--- config.mk ---
export PLATFORM = sky130hd
export DESIGN_NAME = fng_dist
export DESIGN_NICKNAME = d
export VERILOG_FILES = /design/src/hw/rtl/fng_pkg.sv /design/src/hw/rtl/fng_dist.sv
export SDC_FILE = /design/constraint.sdc
export NUM_CORES = 2
export LEC_CHECK = 0
export ABC_AREA = 1
export BUFFER_PORTS_ARGS = -buffer_cell sky130_fd_sc_hd__buf_4
export CAP_MARGIN = 20
export CORE_ASPECT_RATIO = 1.75
export CORE_MARGIN = 2
export CORE_UTILIZATION = 55
export DETAILED_ROUTE_END_ITERATION = 16
export PLACE_DENSITY = 0.79
export SYNTH_ARGS = -nofsm -noshare
export SYNTH_HDL_FRONTEND = slang
export SYNTH_SLANG_ARGS = --single-unit
--- constraint.sdc ---
create_clock -name clk -period 9.4 [get_ports clk]
set_clock_uncertainty 0.2 [all_clocks]
set_input_delay 0.47 -clock clk [delete_from_list [all_inputs] [get_ports clk]]
set_output_delay 0.47 -clock clk [all_outputs]
set_load 0.01 [all_outputs]
--- src/hw/rtl/fng_pkg.sv ---
// Shared constants, widths and types for the four nearest grid points search.
package fng_pkg;

  localparam int unsigned NEIGHBORS = 4;
  localparam int unsigned GRID_ROWS = 1024;
  localparam int unsigned GRID_COLS = 1024;

  localparam int unsigned POS_W   = 28;
  localparam int unsigned IDX_W   = 10;
  localparam int unsigned RAD_W   = 27;
  localparam int unsigned BOUND_W = 2 * RAD_W;
  localparam int unsigned SQ_W    = 2 * POS_W;
  localparam int unsigned DIST_W  = 58;
  localparam int unsigned RANK_W  = 2;

  localparam logic [RAD_W-1:0] RADIUS_RESET = 27'd1600000;

  typedef logic [IDX_W-1:0]  idx_t;
  typedef logic [DIST_W-1:0] dist_t;
  typedef logic [RANK_W-1:0] rank_t;

  // One measured point on its way to the sorted list.
  typedef struct packed {
    logic  last;
    logic  in_grid;
    idx_t  row;
    idx_t  col;
    dist_t dist_sq;
  } point_t;

  // Ranked list captured at the end of a search.
  typedef struct packed {
    logic                  found;
    idx_t  [NEIGHBORS-1:0] row;
    idx_t  [NEIGHBORS-1:0] col;
    dist_t [NEIGHBORS-1:0] dist_sq;
  } snap_t;

endpackage

--- src/hw/rtl/fng_dist.sv ---
// Squared distance pipeline: input register, absolute differences, squares, sum.
module fng_dist (
  input  logic                        clk,
  input  logic                        rst,
  input  logic                        adv,
  input  logic                        in_valid,
  input  logic signed [fng_pkg::POS_W-1:0] query_east,
  input  logic signed [fng_pkg::POS_W-1:0] query_north,
  input  logic signed [fng_pkg::POS_W-1:0] point_east,
  input  logic signed [fng_pkg::POS_W-1:0] point_north,
  input  fng_pkg::idx_t               point_row,
  input  fng_pkg::idx_t               point_col,
  input  logic                        last_point,
  output logic                        pt_valid,
  output fng_pkg::point_t             pt
);

  // stage 1: captured request
  logic                             v1;
  logic signed [fng_pkg::POS_W-1:0] qe1, qn1, pe1, pn1;
  fng_pkg::idx_t                    row1, col1;
  logic                             last1;

  // stage 2: magnitudes
  logic                      v2;
  logic [fng_pkg::POS_W-1:0] abs_e2, abs_n2;
  fng_pkg::idx_t             row2, col2;
  logic                      last2, grid2;

  // stage 3: squares
  logic                     v3;
  logic [fng_pkg::SQ_W-1:0] sq_e3, sq_n3;
  fng_pkg::idx_t            row3, col3;
  logic                     last3, grid3;

  logic signed [fng_pkg::POS_W:0] de, dn;
  logic [fng_pkg::POS_W:0]        de_mag, dn_mag;
  logic                           grid_next;
  logic [fng_pkg::SQ_W:0]         sum_next;

  always_comb begin
    de = $signed({pe1[fng_pkg::POS_W-1], pe1}) - $signed({qe1[fng_pkg::POS_W-1], qe1});
    dn = $signed({pn1[fng_pkg::POS_W-1], pn1}) - $signed({qn1[fng_pkg::POS_W-1], qn1});
    de_mag = de[fng_pkg::POS_W] ? (fng_pkg::POS_W + 1)'(-de) : (fng_pkg::POS_W + 1)'(de);
    dn_mag = dn[fng_pkg::POS_W] ? (fng_pkg::POS_W + 1)'(-dn) : (fng_pkg::POS_W + 1)'(dn);
    grid_next = (32'(row1) < fng_pkg::GRID_ROWS) && (32'(col1) < fng_pkg::GRID_COLS);
    sum_next = (fng_pkg::SQ_W + 1)'(sq_e3) + (fng_pkg::SQ_W + 1)'(sq_n3);
  end

  always_ff @(posedge clk) begin
    if (rst) begin
      v1       <= 1'b0;
      v2       <= 1'b0;
      v3       <= 1'b0;
      pt_valid <= 1'b0;
    end else if (adv) begin
      v1       <= in_valid;
      v2       <= v1;
      v3       <= v2;
      pt_valid <= v3;
    end
  end

  always_ff @(posedge clk) begin
    if (adv) begin
      qe1   <= query_east;
      qn1   <= query_north;
      pe1   <= point_east;
      pn1   <= point_north;
      row1  <= point_row;
      col1  <= point_col;
      last1 <= last_point;

      abs_e2 <= de_mag[fng_pkg::POS_W-1:0];
      abs_n2 <= dn_mag[fng_pkg::POS_W-1:0];
      row2   <= row1;
      col2   <= col1;
      last2  <= last1;
      grid2  <= grid_next;

      sq_e3 <= fng_pkg::SQ_W'(abs_e2) * fng_pkg::SQ_W'(abs_e2);
      sq_n3 <= fng_pkg::SQ_W'(abs_n2) * fng_pkg::SQ_W'(abs_n2);
      row3  <= row2;
      col3  <= col2;
      last3 <= last2;
      grid3 <= grid2;

      pt.dist_sq <= fng_pkg::DIST_W'(sum_next);
      pt.row     <= row3;
      pt.col     <= col3;
      pt.last    <= last3;
      pt.in_grid <= grid3;
    end
  end

endmodule

-- Word level (Yosys, flattened, before mapping)
Index checks and enable logic that the tools add are counted.
- shift-type cells: 0
- reductions and logical operators: 0
- multipliers: 2
- div/mod/pow operators: 0
- eq/ne operators: 0
- order comparisons: 0
- bitwise logic cells: 0
- add/subtract/negate cells: 5
- muxes and demuxes: 2
- operators by type and width (operator ; number):
    28-bit by 28-bit multiplier with 56-bit output ; 2
    28-bit by 28-bit subtractor with 29-bit output ; 2
    56-bit by 56-bit adder with 57-bit output ; 1
    28-bit two-way mux ; 2
    28-bit negator ; 2
- memory bits (writable): 0
- flip-flop bits (word level): 425
- memories: 0
- input bits: 137
- latch bits: 0
- output and inout port bits: 81
- ROM bits: 0
- word-level logic and storage cells: 34

-- Longest topological paths before layout
- word-level depth: 3
- mapped depth: 32

-- Worst setup path after synthesis
Ideal clock, no wire load.
- path kind: reg2reg
- from: reg abs_e2[15] in the netlist's numbering
- to: reg sq_e3[53] in the netlist's numbering (data pin)
- slack: 2652 ps
- setup time: 258 ps
- stages on the path, launching flop included: 29
- arrival: 6289 ps
- buffers on the path: 2
- path through: edfxtp_1 -> clkbuf_1 -> clkbuf_1 -> nand2_1 -> fa_1 -> inv_1 -> fa_1 -> inv_1 -> fa_1 -> inv_1 -> fa_1 -> fa_1 -> fa_1 -> inv_1 -> fa_1 -> inv_1 -> ha_1 -> nand2_1 -> nor2_1 -> inv_1 -> nor4_1 -> nand3_1 -> nand3_1 -> a21o_1 -> nand2_1 -> inv_1 -> nor2_1 -> nand2_1 -> nand2_1
- longest elaborated chain between the ends: 1
- ends and longest elaborated chain (what ; RTL line ; source):
    start, declared ; fng_dist.sv:26 ; logic [fng_pkg::POS_W-1:0] abs_e2, abs_n2;
    start signal, assigned ; fng_dist.sv:74 ; abs_e2 <= de_mag[fng_pkg::POS_W-1:0];
    28-bit by 28-bit multiplier with 56-bit output ; fng_dist.sv:81 ; sq_e3 <= fng_pkg::SQ_W'(abs_e2) * fng_pkg::SQ_W'(abs_e2);
    end signal, assigned ; fng_dist.sv:81 ;
    end, declared ; fng_dist.sv:32 ; logic [fng_pkg::SQ_W-1:0] sq_e3, sq_n3;
No other way between the ends.
A chain may end at the register's enable or synchronous reset.

-- Final worst setup path
- from: reg abs_e2[12] in the netlist's numbering
- to: reg sq_e3[44] in the netlist's numbering (data pin)
The elaborated chain is that of the path after synthesis.

==> impl_metrics.env <==
export IMPL_drt_total_wl_mm=190
export IMPL_clk_pin_slew_worst_paths_ns=0.09
export IMPL_gp_congestion=1.01
export IMPL_synthXorXnorAreaFrac_pct=3.03
export IMPL_dr_pass1_iters=6
export IMPL_reg2reg_slack_ns=1.36
export IMPL_synth_avg_cell_area_sq_um=8.65
export IMPL_largest_reg_flops=78
export IMPL_tritoncts="built"
export IMPL_grt_first_pass_wirelength_mm=300
export IMPL_hold_end="abs_n2[1]"
export IMPL_timing_rr_end="sq_e3[44]"
export IMPL_areaGrowthSynthToFinish_pct=9.70
export IMPL_cp_slowest_cell="edfxtp_1"
export IMPL_end_kind="flip-flop"
export IMPL_final_layout_size_suffix_gt1_share_pct=5.08
export IMPL_synth_mux_area_share_pct=0
export IMPL_crit_required_ns=9.58
export IMPL_synth_compound_area_share_pct=4.60
export IMPL_syn_num_nets=9676
export IMPL_yosysSeqAreaShare_pct=18.8
export IMPL_layout_commonest_cell="inv_1"
export IMPL_worstReg2RegStart="abs_e2[12]"
export IMPL_die_w_microns=269
export IMPL_wl_per_cell_microns=19.5
export IMPL_synth_cell_type_count=49
export IMPL_layout_common_cells="inv_1 (2,423), nand2_1 (1,606), fa_1 (1,204), ha_1 (543), edfxtp_1 (419)"
export IMPL_cp_arrival_ns=8.22
export IMPL_grt_pass1_vias=58100
export IMPL_regMostFlops="pt"
export IMPL_drt_drc_violations_left=0
export IMPL_h_tree_depth=2
export IMPL_rows=169
export IMPL_start_kind="flip-flop"
export IMPL_grt_max_degree=164
export IMPL_synth_top_area_cell="fa_1"
export IMPL_core_area_sq_um=121000
export IMPL_hold_start="adv"
export IMPL_drv_cap=0
export IMPL_slew_violations=0
export IMPL_yosys_area_share_simple_pct=13.2
export IMPL_ys_flop_type="edfxtp_1"
export IMPL_layout_worst_path_cycle_share_pct=85.5
export IMPL_io_buffers=215
export IMPL_dp_hpwl_mm=156
export IMPL_ff2ff_path_depth=23
export IMPL_ant_nets=0
export IMPL_cts_inserted_buffers=45
export IMPL_insertion_delay_ns=0.66
export IMPL_finalSetupViolations=0
export IMPL_holdPathStages=1
export IMPL_yosys_warnings=0
export IMPL_hold_buffers=135
export IMPL_start_util_pct=55.5
export IMPL_synth_top_cells_by_area="fa_1 (36%), edfxtp_1 (19%), inv_1 (13%)"
export IMPL_antenna_found_initial=12
export IMPL_cts_resized=0
export IMPL_synth_cells=7792
export IMPL_finalHoldViolations=0
export IMPL_vias_per_cell=5.30
export IMPL_synth_top_family_by_area="adder cells"
export IMPL_die_h_microns=467
export IMPL_layout_nets=9975
export IMPL_hold_class="in -> reg"
export IMPL_syn_area_sq_um=67400
export IMPL_die_area_sq_um=125000
export IMPL_largestRegisters="pt x78, sq_e3 x55, sq_n3 x55"
export IMPL_grt_use_total_pct=31.5
export IMPL_worstMarginPinSlew_ns=1.30
export IMPL_root_buffer="clkbuf_16"
export IMPL_cts_sinks=423
export IMPL_grt_ovfl_total=0
export IMPL_relSlewSlack_pct=12.7
export IMPL_synth_top_area_share_pct=35.8
export IMPL_path_common_cell="fa_1"
export IMPL_cp_max_fo=15
export IMPL_status="finished, final reports clean"
export IMPL_cp_cell_sequence="buf_4, nand2_1, fa_1, inv_1, fa_1, fa_1, inv_1, fa_1, inv_1, fa_1, fa_1, inv_1, fa_1, inv_1, ha_1, nand2_1, nor2_1, inv_1, nor2_1, nand3_1, o21ai_0, a21oi_1, xnor2_1"
export IMPL_synth_edf_count=419
export IMPL_async_flop_share_pct=0
export IMPL_worst_setup_path_type="reg -> reg"
export IMPL_period_minus_slack_ns=8.04
export IMPL_vias=51700
export IMPL_max_stage_delay_ns=0.88
export IMPL_io_pins=218
export IMPL_post_cts_buffers=0
export IMPL_rsz0062_at_grt="false"
export IMPL_synth_fa_ha_area_share_pct=45.8
export IMPL_clock_path_buffers=3
export IMPL_fmax_mhz=124
export IMPL_synth_seq_cells=423
export IMPL_drt_iter0_markers=3308
export IMPL_finalSetupTns_ns=0
[metal layers]
layer  vias up  global-route usage (%)  part of all wire [%]
li1      23400                       -                     -
met1     25300                    31.8                    33
met2      2080                    56.8                    51
met3       915                    4.95                   6.1
met4         6                    25.2                   9.8
met5         -                       0                 0.022
[cells in the mapped netlist (all sizes together) (78+ instances only)]
cell type	n
nand2	1616
edfxtp	419
o21ai	138
ha	543
xor2	153
clkbuf	101
a21oi	260
xnor2	78
fa	1204
nor2	364
nand3	139
inv	2432
[kinds of logic after synthesis]
group | after synthesis
AOI/OAI and AO/OA | 550
xor gates and xnor gates | 231
adders and majority gates | 1747
buffers and inverters | 2608
DFF | 423
other | 2
and+or+nand+nor | 2231
[how the worst max path moves through the flow]
stage / end / depth (start not counted) / startpoint
3_5_place_dp: sq_n3[54] / 26 / abs_n2[25]
5_1_grt: sq_e3[44] / 25 / abs_e2[24]
3_3_place_gp: sq_n3[54] / 26 / abs_n2[25]
4_1_cts: sq_n3[54] / 26 / abs_n2[25]
2_1_floorplan: sq_e3[53] / 28 / abs_e2[15]
6_report: sq_e3[44] / 23 / abs_e2[12]
[cell type report]
type                    count  area, sq um
fillers                 10200        47400
multi-input cells        4761        44900
flip-flops and latches    423        12700
inverters                2432         9130
repair buffers            428         3610
well taps                1624         2030
clock buffers              48         1140
clock inverters            34          419
diodes                      7         17.5
[worst max-delay path, delay by kind of cell (launching register included)]
family	cells	cell delay (ns)
flops	1	0.88
simple gates	5	0.64
fa+ha+maj	8	4.17
xor+xnor	1	0.37
compound gates	2	0.70
buf+inv	7	0.79
[through the flow]
step	utilization, %	worst slack, ns	std cells	instance area [sq um]	hold WS [ns]
floorplan	-	2.65	7792	67400	0.200
global placement	58.5	1.62	9531	71000	0.201
detailed placement	58.5	1.54	9531	71000	0.205
CTS	60.9	1.47	9748	73900	0.0420
global route	60.9	1.02	9756	73900	0.0743
finish	60.9	1.36	9757	73900	0.0787
Power is not shown: default switching activity piles up to over one toggle a cycle in this logic, so the estimate is an artifact.
