$ cat src/hw/rtl/fng_pkg.sv
// Shared constants, widths and types for the four nearest grid points search.
package fng_pkg;

  localparam int unsigned NEIGHBORS = 4;
  localparam int unsigned GRID_ROWS = 1024;
  localparam int unsigned GRID_COLS = 1024;

  localparam int unsigned POS_W   = 28;
  localparam int unsigned IDX_W   = 10;
  localparam int unsigned RAD_W   = 27;
  localparam int unsigned BOUND_W = 2 * RAD_W;
  localparam int unsigned SQ_W    = 2 * POS_W;
  localparam int unsigned DIST_W  = 58;
  localparam int unsigned RANK_W  = 2;

  localparam logic [RAD_W-1:0] RADIUS_RESET = 27'd1600000;

  typedef logic [IDX_W-1:0]  idx_t;
  typedef logic [DIST_W-1:0] dist_t;
  typedef logic [RANK_W-1:0] rank_t;

  // One measured point on its way to the sorted list.
  typedef struct packed {
    logic  last;
    logic  in_grid;
    idx_t  row;
    idx_t  col;
    dist_t dist_sq;
  } point_t;

  // Ranked list captured at the end of a search.
  typedef struct packed {
    logic                  found;
    idx_t  [NEIGHBORS-1:0] row;
    idx_t  [NEIGHBORS-1:0] col;
    dist_t [NEIGHBORS-1:0] dist_sq;
  } snap_t;

endpackage

$ cat src/hw/rtl/fng_list.sv
// Sorted insertion list of the nearest points, with the radius bound.
module fng_list (
  input  logic                        clk,
  input  logic                        rst,
  input  logic                        fire,
  input  fng_pkg::point_t             pt,
  input  logic [fng_pkg::RAD_W-1:0]   radius,
  output logic                        snap_load,
  output fng_pkg::snap_t              snap
);

  localparam int unsigned N = fng_pkg::NEIGHBORS;

  fng_pkg::dist_t bound;
  fng_pkg::dist_t slot_dist_sq [N];
  fng_pkg::idx_t  slot_row [N];
  fng_pkg::idx_t  slot_col [N];
  logic [N-1:0]   slot_valid;

  fng_pkg::dist_t thr [N];
  logic [N-1:0]   lt;
  logic [N-1:0]   ahead;
  fng_pkg::dist_t dist_next [N];
  fng_pkg::idx_t  row_next [N];
  fng_pkg::idx_t  col_next [N];
  logic [N-1:0]   valid_next;
  logic [fng_pkg::BOUND_W-1:0] bound_prod;
  logic           sorted_ok;

  assign bound_prod = fng_pkg::BOUND_W'(radius) * fng_pkg::BOUND_W'(radius);

  // insert ahead of the first slot the point beats strictly; shift the rest down
  always_comb begin
    for (int k = 0; k < N; k++) begin
      thr[k] = slot_valid[k] ? slot_dist_sq[k] : bound;
      lt[k]  = pt.in_grid && (pt.dist_sq < thr[k]);
    end
    ahead[0] = 1'b0;
    for (int k = 1; k < N; k++) begin
      ahead[k] = ahead[k-1] | lt[k-1];
    end
    for (int k = 0; k < N; k++) begin
      if (ahead[k] && k > 0) begin
        dist_next[k]  = slot_dist_sq[k-1];
        row_next[k]   = slot_row[k-1];
        col_next[k]   = slot_col[k-1];
        valid_next[k] = slot_valid[k-1];
      end else if (lt[k]) begin
        dist_next[k]  = pt.dist_sq;
        row_next[k]   = pt.row;
        col_next[k]   = pt.col;
        valid_next[k] = 1'b1;
      end else begin
        dist_next[k]  = slot_dist_sq[k];
        row_next[k]   = slot_row[k];
        col_next[k]   = slot_col[k];
        valid_next[k] = slot_valid[k];
      end
    end
  end

  always_comb begin
    snap.found = &valid_next;
    for (int k = 0; k < N; k++) begin
      snap.row[k]     = snap.found ? row_next[k] : '0;
      snap.col[k]     = snap.found ? col_next[k] : '0;
      snap.dist_sq[k] = valid_next[k] ? dist_next[k] : bound;
    end
  end

  assign snap_load = fire && pt.last;

  always_ff @(posedge clk) begin
    bound <= fng_pkg::DIST_W'(bound_prod);
  end

  always_ff @(posedge clk) begin
    if (rst) begin
      slot_valid <= '0;
    end else if (fire) begin
      // the last point of a search empties the list
      slot_valid <= pt.last ? '0 : valid_next;
    end
  end

  always_ff @(posedge clk) begin
    if (fire) begin
      for (int k = 0; k < N; k++) begin
        slot_dist_sq[k] <= dist_next[k];
        slot_row[k]     <= row_next[k];
        slot_col[k]     <= col_next[k];
      end
    end
  end

  always_comb begin
    sorted_ok = 1'b1;
    for (int k = 1; k < N; k++) begin
      if (slot_valid[k] && (slot_dist_sq[k] < slot_dist_sq[k-1])) begin
        sorted_ok = 1'b0;
      end
    end
  end

  a_valid_prefix: assert property (@(posedge clk) disable iff (rst)
    (slot_valid[N-1:1] & ~slot_valid[N-2:0]) == '0)
    else $error("slot valid bits are not a prefix");

  a_sorted: assert property (@(posedge clk) disable iff (rst)
    sorted_ok)
    else $error("slot list out of order");

  a_cleared: assert property (@(posedge clk) disable iff (rst)
    !$past(rst) && $past(snap_load) |-> slot_valid == '0)
    else $error("list not emptied after a search ended");

endmodule

$ cat config.mk
export PLATFORM = sky130hd
export DESIGN_NAME = fng_list
export DESIGN_NICKNAME = d
export VERILOG_FILES = /design/src/hw/rtl/fng_pkg.sv /design/src/hw/rtl/fng_list.sv
export SDC_FILE = /design/constraint.sdc
export NUM_CORES = 2
export LEC_CHECK = 0
export BUFFER_PORTS_ARGS = -buffer_cell sky130_fd_sc_hd__buf_4
export CAP_MARGIN = 20
export CORE_ASPECT_RATIO = 1.1
export CORE_MARGIN = 4
export CORE_UTILIZATION = 55
export CTS_BUF_LIST = sky130_fd_sc_hd__clkbuf_4 sky130_fd_sc_hd__clkbuf_8
export CTS_CLUSTER_SIZE = 12
export DETAILED_ROUTE_END_ITERATION = 7
export GPL_ROUTABILITY_DRIVEN = 0
export PLACE_DENSITY = 0.77
export SLEW_MARGIN = 10
export SYNTH_ARGS = -nofsm -noshare
export SYNTH_HDL_FRONTEND = slang
export SYNTH_SLANG_ARGS = --single-unit
$ cat constraint.sdc
create_clock -name clk -period 8.45 [get_ports clk]
set_clock_uncertainty 0.05 [all_clocks]
set_input_delay 0.4225 -clock clk [delete_from_list [all_inputs] [get_ports clk]]
set_output_delay 0.4225 -clock clk [all_outputs]
set_load 0.05 [all_outputs]
======== Word-level counts from Yosys, hierarchy flattened ========
Memory sizes are Yosys's and may differ from the RTL's.
Cells that the tools add are included.
storage, ports and cells
  bits in registers ....................... 58
  bits in latches ......................... 0
  memory bits (writable) .................. 312
  ROM bits ................................ 0
  input port bits ......................... 110
  logic and storage cells ................. 65
  memories ................................ 3
memories
  name          words  bits a word  read ports  clocked after memory_dff  wr ports  RTL line        source
  slot_dist_sq  4      58           4           0                         4         fng_list.sv:15  fng_pkg::dist_t slot_dist_sq [N];
  slot_col      4      10           4           0                         4         fng_list.sv:17  fng_pkg::idx_t slot_col [N];
  slot_row      4      10           4           0                         4         fng_list.sv:16  fng_pkg::idx_t slot_row [N];
operators by class
  $add $sub $neg .......................... 0
  $mul .................................... 1
  div/mod/pow operators ................... 0
  magnitude comparators ................... 4
  eq/ne operators ......................... 0
  shifts and indexed selects .............. 0
  multiplexer cells ....................... 47
  bitwise gates (word level) .............. 2
  reduce and logical (&&, ||, !) cells .... 6
operators by type and width
  operator             count
  $mux W58             15
  $lt A58 B58 Y1       4
  $mux W10             22
  $mul A27 B27 Y54     1
  $mux W1              9
  $logic_and A1 B1 Y1  5
  $mux W4              1
  $reduce_and A4 Y1    1
  $or A1 B1 Y1         2

======== Longest topological paths before layout ========
An unclocked memory read counts as a cell.
  depth after elaboration ................. 9
  depth in mapped cells ................... 28
  gate-level depth less buffers ........... 25

======== Least setup slack after synthesis ========
No wires, ideal clock.
  path type ............................... input -> register
  from .................................... input radius[5] (netlist name)
  to ...................................... register bound[48]
  data arrival time ....................... 6869 ps
  data required time ...................... 8273 ps
  setup slack ............................. 1404 ps
  stages .................................. 26
  cells stage by stage .................... clkbuf_1 clkbuf_1 nand2_1 fa_1 inv_1 fa_1 fa_1 inv_1 fa_1 inv_1 fa_1 fa_1 inv_1 fa_1 inv_1 ha_1 clkbuf_1 a21oi_1 o21ai_0 nor2b_1 a2111oi_0 o31a_1 nand2_1 a211oi_1 o21ai_0 xor2_1
on the way
  cells in the longest elaborated chain, start to end .. 1
ends and longest elaborated chain
  item                           RTL line        source
  from (decl)                    fng_list.sv:7   input logic [fng_pkg::RAD_W-1:0] radius,
  $mul A27 B27 Y54               fng_list.sv:30  assign bound_prod = fng_pkg::BOUND_W'(radius) * fng_pkg::BOUND_W'(radius);
  named net bound_prod, one bit  fng_list.sv:27  logic [fng_pkg::BOUND_W-1:0] bound_prod;
  to (signal assigned)           fng_list.sv:74  bound <= fng_pkg::DIST_W'(bound_prod);
  to (decl)                      fng_list.sv:14  fng_pkg::dist_t bound;
The timed path passes the listed nets, and every way through them passes these cells.
A chain may end at the register's enable or synchronous reset.

==> metrics.md <==
| Metric | Value |
|---|---|
| Die span in y | `320 µm` |
| Max Fclk | `0.130 GHz` |
| Slew Viols, Final | `0` |
| Congestion Overflow GR | `0` |
| Post-DP Area | `around 52000 µm²` |
| Synth Instances | `5247` |
| Largest net degree at the start of global routing | `100` |
| Clock tree buffer depth | `3` |
| Syn Std Cell Area | `48600 µm²` |
| Via-per-instance ratio | `6.10` |
| Top-Level Pins | `424` |
| Vias in the first global route | `around 41k` |
| Register bit total from synthesis | `369` |
| Crit path launch type | `register` |
| Ys Warns | `0` |
| Data required, critical path | `7980 ps` |
| Fin. Hold Viols | `0` |
| H-Tree Level Count | `2` |
| Synth Net Count | `6341` |
| Worst slew pin tran | `1180 ps` |
| Post-CTS Setup Bufs | `0` |
| CP Class | `reg2out` |
| Post-Route WL | `around 150000 µm` |
| Drt pass-1 iters | `8` |
| Largest cells by area after synthesis | `fa_1 (23%), edfxtp_1 (19%), ha_1 (11%)` |
| Count leader, synth | `inv_1` |
| Global Route Usage Sum | `0.316` |
| Initial Util | `0.554` |
| Mean Syn Cell Area | `a little over 9 µm²` |
| Core area | `87700 µm²` |
| Max cap viols | `0` |
| Post-synth top area share | `0.228` |
| Slew HR | `0.211` |
| Number of synthesized flops with an enable pin | `312` |
| Share of cells above drive strength 1 | `0.123` |
| Port bufs | `423` |
| First-pass GRT wire length | `roughly 230000 µm` |
| Period utilization | `0.910` |
| DR WL/cell | `22.6 µm` |
| CTS clock-pin slew for the worst setup and hold paths | `70 ps` |
| Clock Latency Late Sink | `700 ps` |
| Async SR Flop Fraction | `0` |
| Total Nets Final | `6578` |
| Status | `complete, no violations` |
| Tightest Hold Check Type | `in2reg` |
| Post-route DRC | `0` |
| Area Growth Syn to Fin | `10.6%` |
| CTS buffer count | `56` |
| RSZ-0062 raised after global routing | `no` |
| DP Wirelength | `around 110000 µm` |
| Main synth FF type | `edfxtp_1` |
| Design area | `53700 µm²` |
| Iteration-0 DRC Markers | `3775` |
| CTS Root Cell | `clkbuf_8` |
| Synth area leader | `fa_1` |
| Worst-path maximum fanout | `62` |
| Die X | `slightly below 300 µm` |
| Antenna violations before repair | `12` |
| Setup_tns | `0 ps` |
| Via count | `40.8k` |
| # setup viols final | `0` |
| Seq/Total Area, Yosys | `0.216` |
| Rows | `114` |
| Clk sink count | `369` |
| Worst Path Arrival | `7210 ps` |
| Post-DRT Antenna Nets | `0` |
| Min Tclk post-route | `7690 ps` |
| Post-synth top cells | `inv_1 (827), fa_1 (553), nand2_1 (478), nor2_1 (458), ha_1 (431)` |
| Synth unique cells | `68` |
| DIE AREA | `~93000 µm²` |
| Critical Path End Type | `primary output` |
| TritonCTS clock tree | `done` |
-- flip-flops by register name (all words and copies together), names as in the netlist --
name / count
slot_dist_sq: 232
bound: 53
slot_col: 40
slot_row: 40
slot_valid: 4
-- layout by cell type, fill, tap and decap left out, types with 18 or more instances in the layout --
master	count
nor3_1	18
a31oi_1	60
o2bb2ai_1	53
buf_4	470
edfxtp_1	312
a221oi_1	120
inv_1	827
nand3_1	31
dfxtp_1	53
nand4_1	36
a221o_1	55
and2_1	145
ha_1	431
mux2i_1	371
xor2_1	29
a21oi_1	420
clkbuf_8	61
a21o_1	73
nor2b_1	63
mux2_2	80
fa_1	553
a211oi_1	43
nand2_1	477
xnor2_1	32
o21ai_0	63
nor2_1	456
-- layout make-up --
class                           instances  area [µm²]
Clock inverter                         28         244
Antenna cell                            8        20.0
Inverter                              829        3110
Sequential cell                       369       10500
Timing Repair Buffer                  474        3580
Multi-Input combinational cell       3754       33900
Fill cell                            7302       34000
Tap cell                             1160        1450
Clock buffer                           75         945
-- per-layer routing --
layer / wire length (µm) / track usage / vias to the layer above
li1: - / - / 18200
met1: 56500 / 0.398 / 19900
met2: 69400 / 0.508 / 2265
met3: 16600 / 0.0740 / 463
met4: 9100 / 0.170 / 4
met5: 26 / 0 / -
-- cells by family after synthesis --
group	count (synthesis)	synth area share
adder cells (fa/ha/maj)	984	0.339
multiplexers	453	0.0954
AO/OA/AOI/OAI	965	0.132
flip-flops	369	0.216
XOR/XNOR	61	0.0110
AND/OR/NAND/NOR	1291	0.117
buffers and inverters	1124	0.0898
-- path summary, 6_finish.rpt --
check                                     from                   to  slack (ps)  depth (start not counted)
worst min-delay path                    pt[62]       slot_col[0][4]          20                          2
worst max register to register   slot_valid[0]  slot_dist_sq[3][23]        2400                         11
worst max-delay path             slot_valid[0]            snap[211]         760                         13
worst min register to register  slot_col[2][4]       slot_col[3][4]         520                          2
-- critical path: stages (launching register included) --
cell,delay [ps]
dfxtp_4,1030
buf_4,530
nand2_1,130
ha_1,300
nand3_1,100
nor3_1,530
nand4_1,420
o31ai_4,480
buf_4,560
and3_4,790
mux2i_4,340
buf_4,560
o2bb2ai_1,410
buf_4,320
-- timing repair --
item | 4_1_cts | 5_1_grt
resized for setup | 0 | 0
hold buffers | 2 | 0
endpoints found under the hold margin | 4 | 0
-- stage by stage --
stage,setup slack [ps],util,instances,hold WS (ps)
4_1_cts,1000,0.612,6688,10.8
3_3_place_gp,1030,0.598,6583,495
3_5_place_dp,816,0.598,6583,505
5_1_grt,677,0.613,6696,34.9
2_1_floorplan,1400,-,5247,400
6_report,764,0.613,6697,24.5
Power is left out: the tool's default activity adds up to more than one toggle a clock period on the data nets, which glitch-free logic cannot reach.
