**config.mk**
```make
export PLATFORM = sky130hd
export DESIGN_NAME = fng_out
export DESIGN_NICKNAME = d
export VERILOG_FILES = /design/src/hw/rtl/fng_pkg.sv /design/src/hw/rtl/fng_out.sv
export SDC_FILE = /design/constraint.sdc
export NUM_CORES = 1
export LEC_CHECK = 0
export ABC_AREA = 1
export ABC_CLOCK_PERIOD_IN_PS = 8200
export BUFFER_PORTS_ARGS = -buffer_cell sky130_fd_sc_hd__buf_2
export CORE_MARGIN = 5
export CORE_UTILIZATION = 40
export DETAILED_ROUTE_END_ITERATION = 8
export GPL_TIMING_DRIVEN = 0
export PLACE_DENSITY = 0.69
export REMOVE_ABC_BUFFERS = 1
export SETUP_SLACK_MARGIN = 0.15
export SYNTH_ARGS = -nofsm -noshare
export SYNTH_HDL_FRONTEND = slang
export SYNTH_SLANG_ARGS = --single-unit
```
**constraint.sdc**
```tcl
create_clock -name clk -period 8.2 [get_ports clk]
set_input_delay 1.64 -clock clk [delete_from_list [all_inputs] [get_ports clk]]
set_output_delay 1.64 -clock clk [all_outputs]
set_load 0.03 [all_outputs]
```
**src/hw/rtl/fng_pkg.sv**
```systemverilog
// Shared constants, widths and types for the four nearest grid points search.
package fng_pkg;

  localparam int unsigned NEIGHBORS = 4;
  localparam int unsigned GRID_ROWS = 1024;
  localparam int unsigned GRID_COLS = 1024;

  localparam int unsigned POS_W   = 28;
  localparam int unsigned IDX_W   = 10;
  localparam int unsigned RAD_W   = 27;
  localparam int unsigned BOUND_W = 2 * RAD_W;
  localparam int unsigned SQ_W    = 2 * POS_W;
  localparam int unsigned DIST_W  = 58;
  localparam int unsigned RANK_W  = 2;

  localparam logic [RAD_W-1:0] RADIUS_RESET = 27'd1600000;

  typedef logic [IDX_W-1:0]  idx_t;
  typedef logic [DIST_W-1:0] dist_t;
  typedef logic [RANK_W-1:0] rank_t;

  // One measured point on its way to the sorted list.
  typedef struct packed {
    logic  last;
    logic  in_grid;
    idx_t  row;
    idx_t  col;
    dist_t dist_sq;
  } point_t;

  // Ranked list captured at the end of a search.
  typedef struct packed {
    logic                  found;
    idx_t  [NEIGHBORS-1:0] row;
    idx_t  [NEIGHBORS-1:0] col;
    dist_t [NEIGHBORS-1:0] dist_sq;
  } snap_t;

endpackage

```
**src/hw/rtl/fng_out.sv**
```systemverilog
// Result bank: holds one ranked list and hands it out one rank per request.
module fng_out (
  input  logic                   clk,
  input  logic                   rst,
  input  logic                   load,
  input  fng_pkg::snap_t         snap,
  output logic                   load_ready,
  output logic                   out_valid,
  input  logic                   out_stall,
  output fng_pkg::rank_t         rank,
  output fng_pkg::idx_t          near_row,
  output fng_pkg::idx_t          near_col,
  output fng_pkg::dist_t         near_dist_sq,
  output logic                   found,
  output logic                   last_result
);

  localparam int unsigned N = fng_pkg::NEIGHBORS;

  logic           busy;
  fng_pkg::rank_t rank_q;
  fng_pkg::idx_t  bank_row [N];
  fng_pkg::idx_t  bank_col [N];
  fng_pkg::dist_t bank_dist [N];
  logic           bank_found;
  logic           take;
  logic           at_end;

  assign take       = busy && !out_stall;
  assign at_end     = rank_q == fng_pkg::RANK_W'(N - 1);
  assign load_ready = !busy || (take && at_end);

  assign out_valid    = busy;
  assign rank         = rank_q;
  assign near_row     = bank_row[0];
  assign near_col     = bank_col[0];
  assign near_dist_sq = bank_dist[0];
  assign found        = bank_found;
  assign last_result  = at_end;

  always_ff @(posedge clk) begin
    if (rst) begin
      busy   <= 1'b0;
      rank_q <= '0;
    end else if (load) begin
      busy   <= 1'b1;
      rank_q <= '0;
    end else if (take) begin
      rank_q <= rank_q + 1'b1;
      if (at_end) begin
        busy <= 1'b0;
      end
    end
  end

  // advance the bank so the current rank always sits in entry 0
  always_ff @(posedge clk) begin
    if (load) begin
      bank_found <= snap.found;
      for (int k = 0; k < N; k++) begin
        bank_row[k]  <= snap.row[k];
        bank_col[k]  <= snap.col[k];
        bank_dist[k] <= snap.dist_sq[k];
      end
    end else if (take) begin
      for (int k = 0; k < N - 1; k++) begin
        bank_row[k]  <= bank_row[k+1];
        bank_col[k]  <= bank_col[k+1];
        bank_dist[k] <= bank_dist[k+1];
      end
    end
  end

  a_load_ok: assert property (@(posedge clk) disable iff (rst)
    load |-> load_ready)
    else $error("list loaded over results not yet taken");

  a_busy_holds: assert property (@(posedge clk) disable iff (rst)
    busy && !at_end |=> busy)
    else $error("results dropped before the last rank");

  a_drain_end: assert property (@(posedge clk) disable iff (rst)
    !$past(rst) && $fell(busy) |-> $past(take && at_end))
    else $error("bank emptied without the last rank taken");

endmodule

```
Yosys cells after proc, flatten, opt, wreduce, memory -nomap -nowiden

Memories as Yosys holds them, arrays and structs flattened.
Cells that the tools add are included.

Reduce and logical (&&, ||, !) cells: 9
Bitwise operators: 9
Add/sub/neg operators: 1
Equality and inequality tests: 1
Multiplexer cells: 17

Operators with widths:

| kind                | number |
|---|---|
| $mux 58             | 3 |
| $mux 10             | 6 |
| $or 1x1->1          | 9 |
| $mux 1              | 8 |
| $reduce_bool 2->1   | 2 |
| $add 2x1->2 const B | 1 |
| $eq 2x2->1 const B  | 1 |
| $logic_and 1x1->1   | 2 |
| $logic_not 1->1     | 2 |
| $reduce_and 2->1    | 1 |
| $reduce_or 2->1     | 1 |
| $logic_or 1x1->1    | 1 |

Bits in writable memories: 312
Flip-flop bits (word level): 4
Word-level logic and storage cells: 43
Memories kept: 3
Output and inout port bits: 84

Memory list:

| memory    | depth | bits a word | read ports | clocked after Yosys merged registers in | wr ports | RTL line      | text |
|---|---|---|---|---|---|---|---|
| bank_dist | 4     | 58          | 4          | 0                                       | 4        | fng_out.sv:24 | `fng_pkg::dist_t bank_dist [N];` |
| bank_col  | 4     | 10          | 4          | 0                                       | 4        | fng_out.sv:23 | `fng_pkg::idx_t bank_col [N];` |
| bank_row  | 4     | 10          | 4          | 0                                       | 4        | fng_out.sv:22 | `fng_pkg::idx_t bank_row [N];` |

Depth between registers and ports, before layout

Gate-level depths: netlist of the first run.

Depth in word-level cells: 6
Mapped depth: 7
Depth with buffers taken out: 5

Worst setup path before layout of the first run

Ideal clock, no wire load.

Path kind: input to register
From: in out_stall
To: mem bank_col[0][0] (netlist name) (enable)
Slack: 0.820 ns
Setup time: 1.818 ns
Path buffers: 0
Stages: 3
Arrival time: 5.562 ns
Required time: 6.382 ns
Cell sequence: inv_2 > nand2_1 > nand2_1

RTL lines:

| element     | RTL line      | text |
|---|---|---|
| from (decl) | fng_out.sv:9  | `input logic out_stall,` |
| to (decl)   | fng_out.sv:23 |  |

Worst setup path after layout of the first run

From: in out_stall
To: out load_ready

Word-level cells in the longest chain between the ends: 4

Ends and longest elaborated chain:

| element           | RTL line      | text |
|---|---|---|
| $logic_not 1->1   | fng_out.sv:29 | `assign take = busy && !out_stall;` |
| $logic_and 1x1->1 | fng_out.sv:29 |  |
| $logic_and 1x1->1 | fng_out.sv:31 | `assign load_ready = !busy \|\| (take && at_end);` |
| $logic_or 1x1->1  | fng_out.sv:31 |  |
| to (decl)         | fng_out.sv:7  | `output logic load_ready,` |

No other way between the ends.

==> metrics.json, run 1 <==
{
  "dominant_combinational_cell_family_by_area_after_synthesis": "simple AND/OR/NAND/NOR gates",
  "place_ws_ns": 4.15,
  "die_w_microns": 187,
  "ys_top_cells_by_area": "edfxtp_1 (75%), nand2_1 (21%), buf_2 (1.0%)",
  "cts-hold-fix-buffers": 0,
  "portion_of_synthesized_cell_area_occupied_by_the_leading_cell_type": 0.754,
  "dominant_cell_by_count_in_the_synthesized_netlist": "nand2_1",
  "post_route_drc_violation_count": 0,
  "synth.cells.most_frequent": "nand2_1 (708), edfxtp_1 (313), buf_2 (25)",
  "antenna_violations_before_repair": 7,
  "ctsResizeCount": 0,
  "rr_worst_depth": 4,
  "gr-total-overflow": 0,
  "transition_time_of_the_tightest_slew_check_pin_ns": 0.761,
  "synthFlopType": "edfxtp_1",
  "worst_slack_ns": 4.37,
  "dpl_cell_area_sq_um": 15000,
  "worstReg2RegEnd": "bank_col[1][6]",
  "cp_data_arrival_time_ns": 2.19,
  "crit_required_ns": 6.56,
  "ant_nets": 0,
  "run_status": "complete, no violations",
  "power-per-cell-area_nw_per_um2": 236,
  "criticalPathCategory": "input pin to primary output",
  "cts_num_sinks": 316,
  "max_clock_freq_mhz": 261,
  "wl_per_cell_microns": 15.2,
  "finalPower_mw": 3.79,
  "root_buf_cell": "clkbuf_16",
  "pin_count_of_the_biggest_net_entering_global_routing": 119,
  "yosys.area_share.simple": 0.218,
  "final_min_period_over_clock_period": 0.467,
  "final_hold_viol_count": 0,
  "hold-path-endpoint": "bank_dist[2][22]",
  "synth_mux_area_frac": 0,
  "cts_tree": "built",
  "finalHoldWorstSlack_ns": 0.500,
  "vias_in_the_first_global_route": 8856,
  "post_drt_via_cell_ratio": 4.54,
  "start_kind": "input pin",
  "max_cap_viol_count": 0,
  "share_of_the_synthesized_area_in_compound_gates_ao_oa_aoi_oai": 0.000402,
  "critical_path_peak_fanout": 4,
  "max-clock-path-buffers": 3,
  "grt_pass1_wl_mm": 45.6,
  "cts.reportedPaths.clkPinSlew_ns": 0.06,
  "final_layout_size_suffix_gt1_frac": 0.307,
  "synth-edff-count": 313,
  "final.min_clock_period_ns": 3.83,
  "synth-xor-area-share": 0,
  "drt_wl_total_mm": 29.1,
  "ys_async_sr_fraction": 0,
  "hold_path_class": "flip-flop to flip-flop",
  "p_leak_nw": 7.38,
  "place.port_buffers": 400,
  "htree_levels": 2,
  "netlist-cell-type-count": 17,
  "final_max_slew_violation_count": 0,
  "row_count": 64,
  "post_cts.repair.setup_buffers": 0,
  "finalSetupViolCount": 0,
  "die_area_sq_um": 34800,
  "die_height_microns": 187,
  "ir_worst_vdd_v": 0.000177,
  "detailedRoute.firstIterationViolations": 438,
  "netlist_area_sq_um": 12500,
  "regToRegStartpoint": "out_valid",
  "all_layer_gr_usage": 0.160,
  "fp.coreArea_sq_um": 30700,
  "postLayoutCellArea_sq_um": 16100,
  "ys_ff_latch": 316,
  "timing.clock.skew_ns": 0.0225,
  "critPathCaptureType": "primary output",
  "hold_path_startpoint": "bank_dist[3][22]",
  "share_of_the_yosys_chip_area_belonging_to_registers": 0.759,
  "drt_pre_antenna_iters": 4,
  "synth-adder-area-share": 0.00100,
  "num-nets-final": 1805,
  "clk_latency_ns": 0.51,
  "cts-buffers-inserted": 35,
  "max_slew_margin": 0.493,
  "post_dp_hpwl_mm": 19.7,
  "synth.avg_cell_area_sq_um": 11.4,
  "routabilityCongestion": 0.807,
  "start_util": 0.406,
  "synth-warning-count": 0,
  "boundaryPins": 401,
  "hold_depth": 2,
  "synth_largest_area_cell": "edfxtp_1",
  "area_growth_syn_to_layout_pct": 29.0,
  "tns_ns": 0,
  "r2r_setup_slack_ns": 5.92,
  "routed-via-count": 8686,
  "rsz0062_at_grt": "false",
  "synthCells": 1089
}
==> power by group <==
group          internal [mW]  total [mW]  leakage, nW  switching (mW)
Combinational          0.124       0.339         3.73           0.215
Sequential              1.93        1.96         3.13          0.0330
Clock                  0.874        1.49        0.519           0.613
==> cells in the final DEF, fill, tap and decap left out <==
cell type | Yosys | routed
nor2_1 | 5 | 5
diode_2 | 0 | 5
nand2_4 | 0 | 1
clkinvlp_4 | 0 | 3
ha_1 | 1 | 1
clkinv_8 | 0 | 1
nand2_1 | 708 | 707
inv_2 | 2 | 2
buf_12 | 0 | 6
nand3_1 | 1 | 1
nor2_2 | 1 | 1
inv_1 | 1 | 1
buf_2 | 25 | 399
nand3b_1 | 1 | 1
a21oi_1 | 1 | 1
buf_16 | 0 | 5
inv_6 | 0 | 1
bufinv_16 | 0 | 2
clkinv_2 | 0 | 4
clkbuf_16 | 0 | 36
edfxtp_1 | 313 | 313
dfxtp_1 | 3 | 3
clkinv_1 | 0 | 4
buf_4 | 10 | 1
clkbuf_1 | 14 | 11
nand2_8 | 0 | 1
nor2_4 | 1 | 1
==> kinds of logic (layout without fill, tap and decap cells) <==
logic type,Yosys count,in the layout
other,0,5
buffers and inverters,53,476
flip-flops,316,316
adder cells (fa/ha/maj),1,1
AND/OR/NAND/NOR,718,718
AO/OA/AOI/OAI,1,1
==> stage by stage <==
step            util  std cells
2_1_floorplan      -       1039
4_1_cts        0.524       1908
3_3_place_gp   0.479       1835
6_report       0.524       1913
5_1_grt        0.524       1913
3_5_place_dp   0.488       1846
==> worst max-delay path by stage <==
stage / endpoint / startpoint / cells past startpoint / slack [ns]
after CTS: load_ready / out_stall / 5 / 4.36
final: load_ready / out_stall / 5 / 4.37
after global routing: load_ready / out_stall / 5 / 4.33
after detailed placement: bank_dist[1][52] / load / 5 / 4.15
after global placement: bank_dist[2][52] / load / 3 / -3.04
after floorplan: bank_col[0][0] / out_stall / 3 / 0.82
==> worst max-delay path: stages <==
cell and delay (ns):
buf_2 0.12, inv_2 0.08, nand2_1 0.06, nand2_1 0.09, buf_2 0.21
==> area by class of cell <==
cell class                      count  area (sq um)
Clock inverter                     15           143
Antenna cell                        5          12.5
Fill cell                        2764         14600
Sequential cell                   316          9460
Inverter                            3          11.3
Tap cell                          396           495
Clock buffer                       47           942
Multi-Input combinational cell    720          2750
Timing Repair Buffer              411          2260
==> sequential cells by signal, indices dropped and copies added (netlist names) <==
name       count
bank_col      40
bank_dist    232
found          1
bank_row      40
out_valid      1
rank           2
==> layer usage <==
layer / GRT usage / up-vias / share of wire
li1: - / 4372 / -
met1: 0.184 / 3982 / 0.37
met2: 0.290 / 266 / 0.53
met3: 0.0405 / 62 / 0.065
met4: 0.0580 / 4 / 0.030
met5: 0 / - / 0.00093
Power figures use the tool's default switching activity.
==> inputs of run 2 (changes only) <==
Settings changed: ABC_CLOCK_PERIOD_IN_PS 8200 to 3300, PLACE_DENSITY 0.69 to 0.72.
Clock period 8.2 ns to 3.3 ns, I/O delays scaled along.
==> run 2 against run 1 <==
First-iteration DRC count is 11% higher. Sequential power is 150% higher. Clock skew is 0.015 ns lower. Wire length is 1.3% higher. Total power grew to 2.5 times the previous value. Global-route usage is 0.11 points higher. Utilization is 0.18 points higher. Largest power group unchanged.
==> metrics.json, run 2 (synthesis gave the netlist of run 1 again) <==
{
  "worst_slack_ns": 0.828,
  "part_of_the_total_power_dissipated_in_combinational_logic": 0.088,
  "cts-hold-fix-buffers": 0,
  "mostFrequentLayoutCell": "nand2_1",
  "final_min_period_over_clock_period": 0.749,
  "hold_path_startpoint": "snap[214]",
  "cp_data_arrival_time_ns": 2.65,
  "cts.reportedPaths.clkPinSlew_ns": 0.06,
  "vias_in_the_first_global_route": 8919,
  "antenna_violations_before_repair": 6,
  "top_usage_layer": "met2",
  "detailedRoute.firstIterationViolations": 487,
  "finalPower_mw": 9.61,
  "combined_area_of_the_multi_input_logic_cells_sq_um": 2750,
  "htree_levels": 2,
  "start_kind": "input pin",
  "transition_time_of_the_tightest_slew_check_pin_ns": 0.795,
  "final.min_clock_period_ns": 2.47,
  "startpoint": "load",
  "die_height_microns": 187,
  "worst_path_max_delay_cell": "nand2_4",
  "criticalPathCategory": "input pin to flip-flop",
  "gr-total-overflow": 0,
  "critical_path_peak_fanout": 68,
  "p_switching_mw": 2.14,
  "max_slew_margin": 0.470,
  "cell_chain_critical_path": "buf_4, inv_2, nand2_4, buf_16, buf_16",
  "num-nets-final": 1805,
  "critPathCaptureType": "flip-flop",
  "power.internal_mw": 7.48,
  "ctsResizeCount": 0,
  "routed-via-count": 8711,
  "wl_per_cell_microns": 15.4,
  "die_w_microns": 187,
  "die_area_sq_um": 34800,
  "timing.clock.skew_ns": 0.00780,
  "max_cap_viol_count": 0,
  "hold_path_class": "input pin to flip-flop",
  "groute.layer.met3.usage": 0.0368,
  "finalSetupViolCount": 0,
  "post_dp_hpwl_mm": 20.1,
  "drt_wl_total_mm": 29.5,
  "place_ws_ns": 0.274,
  "pwr-share-clk": 0.405,
  "regToRegStartpoint": "out_valid",
  "max_flop_register": "bank_dist",
  "final_layout_size_suffix_gt1_frac": 0.307,
  "mostFrequentLayoutCells": "nand2_1 (707), buf_2 (399), edfxtp_1 (313)",
  "run_status": "complete, no violations",
  "fp.coreArea_sq_um": 30700,
  "registers_with_the_most_flip_flops": "bank_dist (232), bank_col (40), bank_row (40)",
  "cts_tree": "built",
  "ant_nets": 0,
  "cts-buffers-inserted": 35,
  "routabilityCongestion": 0.779,
  "cts_num_sinks": 316,
  "power_frac_seq": 0.507,
  "grt_util_met1": 0.185,
  "max_clock_freq_mhz": 405,
  "final_max_slew_violation_count": 0,
  "crit_top_cell": "buf_16",
  "start_util": 0.406,
  "switching_share": 0.222,
  "met2_track_demand_over_resource": 0.295,
  "slowest_delay_ns": 0.61,
  "post_route_drc_violation_count": 0,
  "row_count": 64,
  "post_drt_via_cell_ratio": 4.56,
  "p_leak_nw": 7.41,
  "seq_area_sq_um": 9460,
  "pin_count_of_the_biggest_net_entering_global_routing": 126,
  "drt_pre_antenna_iters": 5,
  "final_hold_viol_count": 0,
  "max-clock-path-buffers": 3,
  "post_cts.repair.setup_buffers": 0,
  "crit_required_ns": 3.48,
  "root_buf_cell": "clkbuf_16",
  "clk_latency_ns": 0.51,
  "fill_cell_instance_count_of_the_final_layout": 2657,
  "all_layer_gr_usage": 0.162,
  "place.port_buffers": 400,
  "max_ffs_per_register": 232,
  "ir_worst_vdd_v": 0.000501,
  "area_growth_syn_to_layout_pct": 29.4,
  "grt_pass1_wl_mm": 46.0,
  "boundaryPins": 401,
  "power-per-cell-area_nw_per_um2": 596,
  "rsz0062_at_grt": "false"
}
[run 2: changes by cell type in the layout (fill, tap and decap cells not counted)]
cell,previous run,this run
clkinv_2,4,1
clkinv_1,4,9
inv_6,1,2
clkinvlp_4,3,1
bufinv_16,2,5
clkbuf_1,11,2
diode_2,5,6
[run 2: per-layer routing]
layer  vias to the layer above  wire, microns
met2                       250          15800
li1                       4375              -
met5                         -              7
met4                         2            911
met1                      4024          11000
met3                        60           1720
[run 2: area by class of cell]
type / count / area share
clock buffers: 38 / 0.0563
diodes: 6 / 0.000931
well taps: 396 / 0.0307
inverters: 3 / 0.000698
multi-input cells: 720 / 0.171
clock inverters: 19 / 0.0143
flip-flops and latches: 316 / 0.586
repair buffers: 411 / 0.140
[run 2: power groups by stage]
stage	combinational, mW	clock, mW	sequential, mW
6_report	0.846	3.89	4.88
5_1_grt	0.936	4.18	4.90
4_1_cts	0.860	4.00	4.88
3_5_place_dp	0.858	0	4.96
3_3_place_gp	0.837	0	5.02
2_1_floorplan	0.290	0	5.16
[run 2: worst max-delay path: cells and delay by family]
family | cells | cell delay (ns)
buffers and inverters | 4 | 1.25
and+or+nand+nor | 1 | 0.61
[run 2: path summary, 6_finish.rpt]
path	to	slack, ns	depth (start not counted)
setup reg to reg	bank_dist[2][14]	1.04	4
hold reg to reg	bank_dist[0][56]	0.50	2
setup / recovery	bank_dist[2][14]	0.83	5
hold / removal	bank_dist[3][40]	0.33	1
[run 2: stage by stage]
| stage | TNS (ns) | instance area, sq um | hold slack, ns | std cells | utilization |
|---|---|---|---|---|---|
| after floorplan | -785.40 | 12200 | 0.487 | 1039 | - |
| after global placement | -2298.78 | 14700 | 0.489 | 1835 | 0.479 |
| after detailed placement | 0 | 15000 | 0.495 | 1846 | 0.488 |
| after CTS | 0 | 16100 | 0.297 | 1903 | 0.526 |
| after global routing | 0 | 16100 | 0.296 | 1909 | 0.526 |
| final | 0 | 16100 | 0.325 | 1909 | 0.526 |
